$ cat config.mk
export PLATFORM = sky130hd
export DESIGN_NAME = open_address_hash_insert_top
export DESIGN_NICKNAME = d
export VERILOG_FILES = /design/src/hdl/ohi_pkg.sv /design/src/hdl/ohi_ram.sv /design/src/hdl/ohi_mod.sv /design/src/hdl/open_address_hash_insert_top.sv
export SDC_FILE = /design/constraint.sdc
export NUM_CORES = 2
export LEC_CHECK = 0
export ABC_CLOCK_PERIOD_IN_PS = 10500
export BUFFER_PORTS_ARGS = -buffer_cell sky130_fd_sc_hd__buf_4
export CORE_ASPECT_RATIO = 0.75
export CORE_UTILIZATION = 44
export CTS_CLUSTER_SIZE = 14
export DETAILED_ROUTE_END_ITERATION = 8
export PLACE_DENSITY = 0.6
export SLEW_MARGIN = 10
export SYNTH_ARGS = -nofsm -noshare
export SYNTH_HDL_FRONTEND = slang
export SYNTH_SLANG_ARGS = --single-unit
export TNS_END_PERCENT = 1
$ cat constraint.sdc
create_clock -name clock -period 10.5 [get_ports clock]
set_clock_uncertainty 0.2 [all_clocks]
set_input_delay 1.05 -clock clock [delete_from_list [all_inputs] [get_ports clock]]
set_output_delay 1.05 -clock clock [all_outputs]
set_load 0.02 [all_outputs]
$ cat src/hdl/ohi_pkg.sv
package ohi_pkg;

   localparam int CAPACITY  = 64;
   localparam int SLOT_W    = $clog2(CAPACITY);
   localparam int CNT_W     = $clog2(CAPACITY + 1);
   localparam int KEY_W     = 31;
   localparam int CFG_W     = 7;
   localparam int CSR_IDX_W = 1;
   localparam int MIN_SIZE  = 7;

   // remainder unit: bits retired per cycle
   localparam int DIV_BITS   = 4;
   localparam int DIV_ROUNDS = (KEY_W + DIV_BITS - 1) / DIV_BITS;
   localparam int DIV_W      = DIV_ROUNDS * DIV_BITS;
   localparam int ROUND_W    = (DIV_ROUNDS > 1) ? $clog2(DIV_ROUNDS) : 1;

   typedef enum logic [1:0] {
      OP_INSERT = 2'd0,
      OP_READ   = 2'd1,
      OP_CLEAR  = 2'd2
   } op_type;

   typedef enum logic [1:0] {
      STAT_DONE    = 2'd0,
      STAT_PRESENT = 2'd1,
      STAT_FULL    = 2'd2,
      STAT_EXHAUST = 2'd3
   } status_type;

   typedef enum logic [CSR_IDX_W-1:0] {
      CSR_TABLE_SIZE = 1'b0,
      CSR_PROBE_MODE = 1'b1
   } csr_type;

   // table size clamped to the supported range
   function automatic logic [CNT_W-1:0] eff_size(input logic [CFG_W-1:0] s);
      logic [CNT_W-1:0] r;
      if (CNT_W'(s) < CNT_W'(MIN_SIZE)) begin
         r = CNT_W'(MIN_SIZE);
      end else if (32'(s) > 32'(CAPACITY)) begin
         r = CNT_W'(CAPACITY);
      end else begin
         r = CNT_W'(s);
      end
      return r;
   endfunction

endpackage

$ cat src/hdl/ohi_ram.sv
module ohi_ram #(
   parameter int DEPTH = 64,
   parameter int WIDTH = 31
) (
   input  logic                     clock,
   input  logic                     we,
   input  logic [$clog2(DEPTH)-1:0] addr,
   input  logic [WIDTH-1:0]         wdata,
   output logic [WIDTH-1:0]         rdata
);

   logic [WIDTH-1:0] mem [DEPTH];
   logic [WIDTH-1:0] rdata_ff;

   always_ff @(posedge clock) begin
      if (we) begin
         mem[addr] <= wdata;
      end
   end

   always_ff @(posedge clock) begin
      rdata_ff <= mem[addr];
   end

   assign rdata = rdata_ff;

endmodule

$ cat src/hdl/ohi_mod.sv
module ohi_mod (
   input  logic                        clock,
   input  logic                        reset,
   input  logic                        start,
   input  logic [ohi_pkg::KEY_W-1:0]   dividend,
   input  logic [ohi_pkg::CNT_W-1:0]   divisor,
   output logic                        done,
   output logic [ohi_pkg::SLOT_W-1:0]  remainder
);
   import ohi_pkg::*;

   logic               run_ff, run_in;
   logic               done_ff, done_in;
   logic [ROUND_W-1:0] round_ff, round_in;
   logic [DIV_W-1:0]   shift_ff, shift_in;
   logic [CNT_W-1:0]   rem_ff, rem_in;
   logic [CNT_W-1:0]   div_ff, div_in;
   logic [DIV_W-1:0]   shift_step;
   logic [CNT_W-1:0]   rem_step;

   // restoring remainder, DIV_BITS dividend bits per cycle, msb first
   always_comb begin : div_step
      logic [CNT_W-1:0] r;
      logic [CNT_W-1:0] t;
      logic [DIV_W-1:0] s;
      r = rem_ff;
      s = shift_ff;
      for (int j = 0; j < DIV_BITS; j++) begin
         t = {r[CNT_W-2:0], s[DIV_W-1]};
         s = {s[DIV_W-2:0], 1'b0};
         if (t >= div_ff) begin
            t = t - div_ff;
         end
         r = t;
      end
      rem_step   = r;
      shift_step = s;
   end

   always_comb begin
      run_in   = run_ff;
      done_in  = 1'b0;
      round_in = round_ff;
      shift_in = shift_ff;
      rem_in   = rem_ff;
      div_in   = div_ff;
      if (start) begin
         run_in   = 1'b1;
         round_in = '0;
         shift_in = DIV_W'(dividend);
         rem_in   = '0;
         div_in   = divisor;
      end else if (run_ff) begin
         shift_in = shift_step;
         rem_in   = rem_step;
         round_in = round_ff + ROUND_W'(1);
         if (round_ff == ROUND_W'(DIV_ROUNDS - 1)) begin
            run_in  = 1'b0;
            done_in = 1'b1;
         end
      end
   end

   always_ff @(posedge clock) begin
      if (reset) begin
         run_ff   <= 1'b0;
         done_ff  <= 1'b0;
         round_ff <= '0;
      end else begin
         run_ff   <= run_in;
         done_ff  <= done_in;
         round_ff <= round_in;
      end
   end

   always_ff @(posedge clock) begin
      shift_ff <= shift_in;
      rem_ff   <= rem_in;
      div_ff   <= div_in;
   end

   assign done      = done_ff;
   assign remainder = rem_ff[SLOT_W-1:0];

endmodule

$ cat src/hdl/open_address_hash_insert_top.sv
// Open-addressing hash table of 31-bit keys, up to 64 slots.
// Command channel: drive req_opcode, req_key and req_slot_index with start high;
// the word is taken at a rising edge where busy is low. One result word per
// command appears on the rsp_ ports for exactly one cycle with rsp_strobe high;
// the receiver cannot hold it off, so it must sample on the strobe.
// Steps from the accepting edge to the strobe cycle:
//   clear, unused opcode, insert into a full table: result registered at the accepting edge
//   read slot: one synchronous key RAM read, then the result word
//   insert: the key mod size unit (8 rounds at 4 bits plus a hand-off) gives
//   the home slot; then each probe checks that slot's valid bit. An empty slot
//   takes the key; an occupied probe costs a key RAM read and a compare, and
//   the search ends on a match (present) or once size occupied probes have
//   run out (exhaust).
// One command is in flight at a time; busy is high until its result is out,
// and a new command may be taken in the strobe cycle.
// Config: csr_write_en, csr_index, csr_wdata; write only while busy is low.
// Reset (synchronous, active high) empties the table and sets table size 7,
// linear probing. Key RAM content is not cleared; slot valid bits are.
module open_address_hash_insert_top (
   input  logic                             clock,
   input  logic                             reset,
   input  logic                             start,
   output logic                             busy,
   input  logic [1:0]                       req_opcode,
   input  logic [ohi_pkg::KEY_W-1:0]        req_key,
   input  logic [ohi_pkg::SLOT_W-1:0]       req_slot_index,
   output logic                             rsp_strobe,
   output logic [1:0]                       rsp_status,
   output logic [ohi_pkg::SLOT_W-1:0]       rsp_position,
   output logic                             rsp_slot_valid,
   output logic [ohi_pkg::KEY_W-1:0]        rsp_slot_key,
   output logic                             rsp_table_full,
   input  logic                             csr_write_en,
   input  logic [ohi_pkg::CSR_IDX_W-1:0]    csr_index,
   input  logic [ohi_pkg::CFG_W-1:0]        csr_wdata
);
   import ohi_pkg::*;

   typedef enum logic [4:0] {
      S_IDLE  = 5'b00001,
      S_DIV   = 5'b00010,
      S_PROBE = 5'b00100,
      S_CMP   = 5'b01000,
      S_READ  = 5'b10000
   } state_type;

   state_type          state_ff, state_in;
   logic [CFG_W-1:0]   cfg_size_ff;
   logic               cfg_mode_ff;
   logic [KEY_W-1:0]   key_ff, key_in;
   logic [CNT_W-1:0]   size_ff, size_in;
   logic               mode_ff, mode_in;
   logic [SLOT_W-1:0]  cur_ff, cur_in;
   logic [CNT_W-1:0]   inc_ff, inc_in;
   logic [CNT_W-1:0]   probes_ff, probes_in;
   logic [SLOT_W-1:0]  idx_ff, idx_in;
   logic [CNT_W-1:0]   count_ff, count_in;
   logic [CAPACITY-1:0] used_ff, used_in;

   logic               rsp_strobe_ff, rsp_strobe_in;
   status_type         rsp_status_ff, rsp_status_in;
   logic [SLOT_W-1:0]  rsp_position_ff, rsp_position_in;
   logic               rsp_slot_valid_ff, rsp_slot_valid_in;
   logic [KEY_W-1:0]   rsp_slot_key_ff, rsp_slot_key_in;
   logic               rsp_table_full_ff, rsp_table_full_in;

   logic               accept;
   logic [CNT_W-1:0]   cfg_eff;
   logic               ram_we;
   logic [SLOT_W-1:0]  ram_addr;
   logic [KEY_W-1:0]   ram_rdata;
   logic               div_start;
   logic               div_done;
   logic [SLOT_W-1:0]  div_rem;
   logic [CNT_W-1:0]   step;
   logic [CNT_W-1:0]   sum;
   logic [CNT_W-1:0]   cur_next;
   logic [CNT_W-1:0]   inc_sum;
   logic [CNT_W-1:0]   inc_next;

   assign busy    = (state_ff != S_IDLE);
   assign accept  = start && !busy;
   assign cfg_eff = eff_size(cfg_size_ff);

   ohi_ram #(
      .DEPTH (CAPACITY),
      .WIDTH (KEY_W)
   ) u_key_ram (
      .clock (clock),
      .we    (ram_we),
      .addr  (ram_addr),
      .wdata (key_ff),
      .rdata (ram_rdata)
   );

   ohi_mod u_mod (
      .clock     (clock),
      .reset     (reset),
      .start     (div_start),
      .dividend  (req_key),
      .divisor   (cfg_eff),
      .done      (div_done),
      .remainder (div_rem)
   );

   // next probe slot; the quadratic step is kept reduced mod size
   assign step     = mode_ff ? inc_ff : CNT_W'(1);
   assign sum      = CNT_W'(cur_ff) + step;
   assign cur_next = (sum >= size_ff) ? (sum - size_ff) : sum;
   assign inc_sum  = inc_ff + CNT_W'(2);
   assign inc_next = (inc_sum >= size_ff) ? (inc_sum - size_ff) : inc_sum;

   always_comb begin
      state_in          = state_ff;
      key_in            = key_ff;
      size_in           = size_ff;
      mode_in           = mode_ff;
      cur_in            = cur_ff;
      inc_in            = inc_ff;
      probes_in         = probes_ff;
      idx_in            = idx_ff;
      count_in          = count_ff;
      used_in           = used_ff;
      ram_we            = 1'b0;
      ram_addr          = cur_ff;
      div_start         = 1'b0;
      rsp_strobe_in     = 1'b0;
      rsp_status_in     = STAT_DONE;
      rsp_position_in   = '0;
      rsp_slot_valid_in = 1'b0;
      rsp_slot_key_in   = '0;
      rsp_table_full_in = (count_ff >= size_ff);

      unique case (state_ff)
         S_IDLE: begin
            ram_addr = req_slot_index;
            if (accept) begin
               size_in = cfg_eff;
               mode_in = cfg_mode_ff;
               case (req_opcode)
                  OP_INSERT: begin
                     if (count_ff >= cfg_eff) begin
                        rsp_strobe_in     = 1'b1;
                        rsp_status_in     = STAT_FULL;
                        rsp_table_full_in = 1'b1;
                     end else begin
                        key_in    = req_key;
                        div_start = 1'b1;
                        state_in  = S_DIV;
                     end
                  end
                  OP_READ: begin
                     idx_in   = req_slot_index;
                     state_in = S_READ;
                  end
                  OP_CLEAR: begin
                     used_in           = '0;
                     count_in          = '0;
                     rsp_strobe_in     = 1'b1;
                     // size is never below seven, so an empty table is not full
                     rsp_table_full_in = 1'b0;
                  end
                  default: begin
                     rsp_strobe_in     = 1'b1;
                     rsp_table_full_in = (count_ff >= cfg_eff);
                  end
               endcase
            end
         end
         S_DIV: begin
            if (div_done) begin
               cur_in    = div_rem;
               inc_in    = CNT_W'(1);
               probes_in = '0;
               state_in  = S_PROBE;
            end
         end
         S_PROBE: begin
            if (!used_ff[cur_ff]) begin
               ram_we            = 1'b1;
               used_in[cur_ff]   = 1'b1;
               count_in          = count_ff + CNT_W'(1);
               rsp_strobe_in     = 1'b1;
               rsp_status_in     = STAT_DONE;
               rsp_position_in   = cur_ff;
               rsp_table_full_in = ((count_ff + CNT_W'(1)) >= size_ff);
               state_in          = S_IDLE;
            end else begin
               state_in = S_CMP;
            end
         end
         S_CMP: begin
            if (ram_rdata == key_ff) begin
               rsp_strobe_in   = 1'b1;
               rsp_status_in   = STAT_PRESENT;
               rsp_position_in = cur_ff;
               state_in        = S_IDLE;
            end else if ((probes_ff + CNT_W'(1)) == size_ff) begin
               rsp_strobe_in = 1'b1;
               rsp_status_in = STAT_EXHAUST;
               state_in      = S_IDLE;
            end else begin
               cur_in    = cur_next[SLOT_W-1:0];
               inc_in    = inc_next;
               probes_in = probes_ff + CNT_W'(1);
               state_in  = S_PROBE;
            end
         end
         S_READ: begin
            rsp_strobe_in     = 1'b1;
            rsp_position_in   = idx_ff;
            rsp_slot_valid_in = used_ff[idx_ff];
            rsp_slot_key_in   = used_ff[idx_ff] ? ram_rdata : '0;
            state_in          = S_IDLE;
         end
         default: begin
            state_in = S_IDLE;
         end
      endcase
   end

   always_ff @(posedge clock) begin
      if (reset) begin
         state_ff      <= S_IDLE;
         count_ff      <= '0;
         used_ff       <= '0;
         rsp_strobe_ff <= 1'b0;
         cfg_size_ff   <= CFG_W'(MIN_SIZE);
         cfg_mode_ff   <= 1'b0;
      end else begin
         state_ff      <= state_in;
         count_ff      <= count_in;
         used_ff       <= used_in;
         rsp_strobe_ff <= rsp_strobe_in;
         if (csr_write_en) begin
            unique case (csr_index)
               CSR_TABLE_SIZE: cfg_size_ff <= csr_wdata;
               CSR_PROBE_MODE: cfg_mode_ff <= csr_wdata[0];
               default: ;
            endcase
         end
      end
   end

   always_ff @(posedge clock) begin
      key_ff            <= key_in;
      size_ff           <= size_in;
      mode_ff           <= mode_in;
      cur_ff            <= cur_in;
      inc_ff            <= inc_in;
      probes_ff         <= probes_in;
      idx_ff            <= idx_in;
      rsp_status_ff     <= rsp_status_in;
      rsp_position_ff   <= rsp_position_in;
      rsp_slot_valid_ff <= rsp_slot_valid_in;
      rsp_slot_key_ff   <= rsp_slot_key_in;
      rsp_table_full_ff <= rsp_table_full_in;
   end

   assign rsp_strobe     = rsp_strobe_ff;
   assign rsp_status     = rsp_status_ff;
   assign rsp_position   = rsp_position_ff;
   assign rsp_slot_valid = rsp_slot_valid_ff;
   assign rsp_slot_key   = rsp_slot_key_ff;
   assign rsp_table_full = rsp_table_full_ff;

endmodule

### Word-level counts from Yosys, hierarchy flattened

Memories as Yosys holds them, arrays and structs flattened. A register that Yosys moved wholly into a read port is not among the register bits.
Index checks and enable logic that the tools add are counted.

| storage, ports and cells | value |
|---|---|
| flip-flop bits (word level) | 241 |
| bits in writable memories | 1984 |
| input bits | 51 |
| output and inout port bits | 43 |
| logic and storage cells | 170 |
| memories kept | 1 |

Memory list:

| name | words | bits a word | rd ports | clocked after memory_dff | write ports | RTL line | text |
|---|---|---|---|---|---|---|---|
| u_key_ram.mem | 64 | 31 | 1 | 1 | 1 | ohi_ram.sv:12 | `logic [WIDTH-1:0] mem [DEPTH];` |

| cells by class | value |
|---|---|
| add/sub/neg operators | 11 |
| magnitude comparators | 14 |
| equal/unequal tests | 19 |
| muxes and demuxes | 78 |
| bitwise gates (word level) | 4 |
| reduce and logical (&&, ||, !) cells | 18 |

Operator list:

| kind | number |
|---|---|
| $mux W64 | 3 |
| $pmux W64 S2 | 1 |
| $mux W7 | 13 |
| $mux W6 | 11 |
| $or A64 B64 Y64 | 1 |
| $ge A7 B7 Y1 | 9 |
| $mux W31 | 2 |
| $pmux W7 S2 | 3 |
| $eq A31 B31 Y1 | 1 |
| $sub A6 B6 Y6 | 5 |
| $mux W1 | 22 |
| $pmux W5 S4 | 1 |
| $pmux W6 S3 | 1 |
| $reduce_and A4 Y1 | 4 |
| $mux W5 | 3 |
| $add A7 B1 Y7 const B | 2 |
| $lt A6 B7 Y1 const B | 2 |
| $bmux W1 S6 | 2 |
| $pmux W6 S2 | 1 |
| $mux W2 | 5 |
| $pmux W5 S2 | 1 |
| $ne A2 B2 Y1 const B | 4 |
| $reduce_and A2 Y1 | 4 |
| $add A6 B7 Y7 | 1 |
| 34 further kinds | 42 |

### Logic depth before layout (Yosys ltp)

| logic depth | value |
|---|---|
| depth after elaboration | 9 |
| mapped depth | 30 |
| gate-level depth less buffers | 30 |

### Hierarchy

A second synthesis with hierarchy kept.

| second synthesis, totals | value |
|---|---|
| cell total of the unflattened synthesis | 5685 |
| area total of the unflattened synthesis | 89766.1 um^2 |

By module, submodules not included:

| module | instances | cells an instance | area an instance (um^2) | sequential area each (um^2) |
|---|---|---|---|---|
| ohi_ram | 1 | 4419 | 76409.5 | 60197.7 |
| open_address_hash_insert_top | 1 | 937 | 9764.4 | 4474.3 |
| ohi_mod | 1 | 329 | 3592.2 | 1381.3 |

### Worst setup path before layout

Ideal clock, no wire load.

| path | value |
|---|---|
| path type | reg2reg |
| start point | register u_mod.div_ff[1] |
| end point | register u_mod.rem_ff[1] |
| library setup time | 0.140 ns |
| arrival | 7.190 ns |
| required time | 10.160 ns |
| slack | 2.970 ns |
| cell stages (with the launch flop) | 25 |
| buffers on the path | 0 |
| period minus slack after synthesis | 7.530 ns |
| path through | edfxtp_1 -> inv_1 -> ha_1 -> a211o_1 -> a221oi_2 -> mux2_2 -> ha_1 -> or4_1 -> o211ai_1 -> mux2_2 -> ha_1 -> o21a_1 -> o211ai_1 -> a31oi_1 -> a211oi_1 -> mux2i_1 -> ha_1 -> nor2b_1 -> o21a_1 -> o21ai_0 -> a21oi_1 -> o22ai_1 -> mux2_2 -> mux2i_1 -> nor2_1 |

| on the way | value |
|---|---|
| word-level cells in the longest chain between the ends | 8 |
| elaborated cells on any way between the ends | 12 |
| classes of those cells | add/sub: 4; order compare: 4; mux: 4 |

Ends and longest elaborated chain:

| element | RTL line | text |
|---|---|---|
| start, declared | ohi_mod.sv:17 | `logic [CNT_W-1:0] div_ff, div_in;` |
| start signal, assigned | ohi_mod.sv:79 | `div_ff <= div_in;` |
| $sub A6 B6 Y6 / $ge A7 B7 Y1 (equally long branches) | ohi_mod.sv:32, ohi_mod.sv:31 |  |
| $mux W6 | ohi_mod.sv:31 | `if (t >= div_ff) begin` |
| $sub A6 B6 Y6 / $ge A7 B7 Y1 (equally long branches) | ohi_mod.sv:32, ohi_mod.sv:31 |  |
| $mux W6 | ohi_mod.sv:31 |  |
| $ge A7 B7 Y1 / $sub A6 B6 Y6 (equally long branches) | ohi_mod.sv:31, ohi_mod.sv:32 |  |
| $mux W6 | ohi_mod.sv:31 |  |
| $sub A6 B6 Y6 / $ge A7 B7 Y1 (equally long branches) | ohi_mod.sv:32, ohi_mod.sv:31 |  |
| $mux W6 * | ohi_mod.sv:31 |  |
| end signal, assigned | ohi_mod.sv:78 | `rem_ff <= rem_in;` |
| end, declared | ohi_mod.sv:16 | `logic [CNT_W-1:0] rem_ff, rem_in;` |

Mark *: on every way between the ends. The rest lies on a longest branch, timed or not.
A chain may end at the register's enable or synchronous reset.

### Worst setup path in the final report

Same ends and word-level chain as after synthesis.

==> impl_metrics.json <==
{
  "status": "finished clean",
  "pin_count": 94,
  "synth_area_per_cell_um2": 17.0,
  "tightest_slew_ps": 1270,
  "instances_no_fill": 7893,
  "insertion_delay_ps": 840,
  "maxSlewHeadroom": 0.143,
  "portBuffers": 93,
  "seqPwrFrac": 0.496,
  "crit_fanout": 9,
  "synth_common_cells": "edfxtp_1 (2087), a22oi_1 (518), a22o_1 (262), a221oi_1 (186), nand2_1 (175)",
  "crit_path_start_kind": "register",
  "ir_drop_mv": 0.258,
  "cts_tree": "yes",
  "place_ws_ps": 1460,
  "drtIter0Drc": 7838,
  "drive_gt1_frac": 0.136,
  "grt_max_degree": 99,
  "p_per_area_nw_per_um2": 210,
  "grt_pass1_vias": 46851,
  "max-cap-violations": 0,
  "die_w_um": 511,
  "worst_slack_ps": 1430,
  "tns_ps": 0,
  "place_congestion": 0.871,
  "routedWlPerCell_um": 33.7,
  "postRouteAntennaNets": 0,
  "yosysWarnings": 0,
  "cts_hold_buffers": 0,
  "clock_path_buffers": 3,
  "synthesis.area_um2": 85600,
  "drc": 0,
  "grt_pass1_wl_mm": 369,
  "leakagePower_uw": 0.0307,
  "worstReg2RegStart": "u_mod.div_ff[1]$_DFFE_PP_",
  "rows": 139,
  "antenna_found_initial": 15,
  "slew_violations": 0,
  "seq_area_frac_synth": 0.772,
  "synth_most_common_cell": "edfxtp_1",
  "setup.worst_path.start": "u_mod.div_ff[1]$_DFFE_PP_",
  "via_count": 50547,
  "setup_viol": 0,
  "netlist_instances": 5022,
  "viasPerCell": 6.40,
  "rsz0062_at_grt": "false",
  "end_kind": "register",
  "core_um2": 192000,
  "ys_ff_latch": 2256,
  "synth_edf_count": 2087,
  "nets": 5327,
  "grt.overflow.total": 0,
  "synth_top_area_cell": "edfxtp_1",
  "p_switching_uw": 5430,
  "clock.fmax_mhz": 110,
  "worstRegToRegCells": 25,
  "cp.required_ps": 10990,
  "firstDrtPassIters": 6,
  "critical_path_arrival_ps": 9560,
  "htreeDepth": 4,
  "ys_async_sr_fraction": 0,
  "internal_power_uw": 14800,
  "initial_utilization": 0.445,
  "combPwrFrac": 0.149,
  "dieArea_um2": 196000,
  "synth_ff_type": "edfxtp_1",
  "ctsResizeCount": 0,
  "hold_class": "in -> reg",
  "cts.root.buffer_cell": "clkbuf_16",
  "r2r_slack_ps": 1430,
  "clock_power_share": 0.355,
  "synth_nets": 5154,
  "cts_setup_buffers": 0,
  "wirelength_mm": 266,
  "min_period_ps": 9070,
  "finalHoldViolCount": 0,
  "fp.dieH_um": 384,
  "clk_pin_slew_ps": 60,
  "cts.sinks": 2256,
  "ys_types": 81,
  "critPathCapture": "u_mod.rem_ff[1]$_SDFFE_PP0P_",
  "numCtsBuffers": 202,
  "switching_share": 0.269,
  "synth_area_leaders": "edfxtp_1 (73%), a22oi_1 (4.5%), dfxtp_1 (4.0%)",
  "critical_path_class": "reg -> reg",
  "timing.final.crit_share": 0.864,
  "dp_hpwl_mm": 151,
  "dpl.cell_count": 7528,
  "synthDominantCellAreaShare": 0.732,
  "r2r-end": "u_mod.rem_ff[1]$_SDFFE_PP0P_",
  "syn2layout_area_growth_pct": 12.6,
  "grt_usage": 0.266
}
-- registers in the layout, summed over array words and instances, names as in the netlist, 31 cells and up --
signal,cells
rsp_slot_key,31
used_ff,64
u_key_ram.rdata,31
u_key_ram.mem,1984
key_ff,31
u_mod.shift_ff,32
-- critical path, stage by stage, from the launching register on --
cell and delay [ps]:
edfxtp_1 420, inv_1 340, ha_1 320, a211o_1 290
a221oi_2 630, mux2i_1 350, inv_1 80, ha_1 220
or4_1 550, o211ai_1 610, mux2_2 450, ha_1 340
o21a_1 210, o211ai_1 150, a31oi_1 60, a211oi_1 860
mux2i_1 420, ha_1 320, nor2b_1 140, o21a_1 180
o21ai_0 260, a21oi_1 140, o22ai_1 810, mux2_2 420
mux2i_1 130, nor2_1 50
-- cell families after synthesis --
| logic type | synth area share |
|---|---|
| compound gates | 0.128 |
| mux | 0.0227 |
| xor+xnor | 0.00819 |
| simple gates | 0.0370 |
| flops | 0.772 |
| buf+inv | 0.0201 |
| fa+ha+maj | 0.0125 |
-- metrics by stage --
step | area, um2 | power [uW] | utilization | hold WS (ps)
after CTS | 96300 | 20200 | 0.501 | 167
after global routing | 96400 | 20800 | 0.501 | 186
after floorplan | 85600 | 12000 | - | 208
after global placement | 90100 | 13200 | 0.469 | 223
final | 96400 | 20200 | 0.501 | 219
after detailed placement | 90100 | 13200 | 0.469 | 220
-- cell usage in the layout (no fill, tap or decap), types with 8 or more instances in the layout --
cell type / count
edfxtp_1: 2087
a22oi_1: 518
a22o_1: 262
buf_4: 261
clkbuf_16: 207
a221oi_1: 186
nand2_1: 172
dfxtp_1: 169
a31oi_1: 155
a21oi_1: 116
mux2i_1: 86
o21ai_0: 86
ha_1: 74
nand3_1: 73
nor2_4: 66
nor2_1: 59
clkbuf_1: 57
inv_1: 53
nand4_1: 45
mux2_2: 43
and3_1: 42
xor2_1: 41
clkinv_1: 41
xnor2_1: 39
o211ai_1: 38
nor3_1: 37
clkinv_2: 32
nor4_1: 25
mux4_2: 25
a21o_1: 21
nand2b_1: 20
and2_1: 20
nor2b_1: 17
buf_12: 11
o221ai_1: 10
bufinv_16: 10
a211o_1: 8
-- routing by layer --
metal  routed length, um  vias up  GRT usage
met4                6180        8     0.0664
met2              113000     3119      0.378
met3               33300      331     0.0729
li1                    -    21004          -
met1              114000    26085      0.400
met5                  48        -          0
-- layout make-up --
cell class / count / area (um2)
clock inverters: 92 / 724
repair buffers: 272 / 2180
inverters: 56 / 213
diodes: 1 / 2.50
well taps: 2538 / 3180
clock buffers: 271 / 5490
fillers: 15720 / 96000
multi-input cells: 2407 / 18500
flip-flops and latches: 2256 / 66100
-- power by group through the flow --
| stage | registers (uW) | logic (uW) | clock network [uW] |
|---|---|---|---|
| 2_1_floorplan | 10200 | 1790 | 0 |
| 6_report | 10000 | 3010 | 7170 |
| 3_3_place_gp | 10200 | 2970 | 0 |
| 5_1_grt | 10000 | 3200 | 7560 |
| 4_1_cts | 10000 | 2960 | 7230 |
| 3_5_place_dp | 10200 | 2950 | 0 |
-- how the worst min path moves through the flow --
stage / from / endpoint / slack, ps / cells after the start
final: req_key[23] / key_ff[23]$_DFFE_PP_ / 220 / 1
after detailed placement: cfg_mode_ff$_SDFFE_PP0P_ / mode_ff$_DFFE_PP_ / 220 / 0
after global placement: cfg_mode_ff$_SDFFE_PP0P_ / mode_ff$_DFFE_PP_ / 220 / 0
after floorplan: cfg_mode_ff$_SDFFE_PP0P_ / mode_ff$_DFFE_PP_ / 210 / 0
after CTS: req_key[23] / key_ff[23]$_DFFE_PP_ / 170 / 1
after global routing: req_key[23] / key_ff[23]$_DFFE_PP_ / 190 / 1
Note: power is estimated with default switching activity, not from simulation.
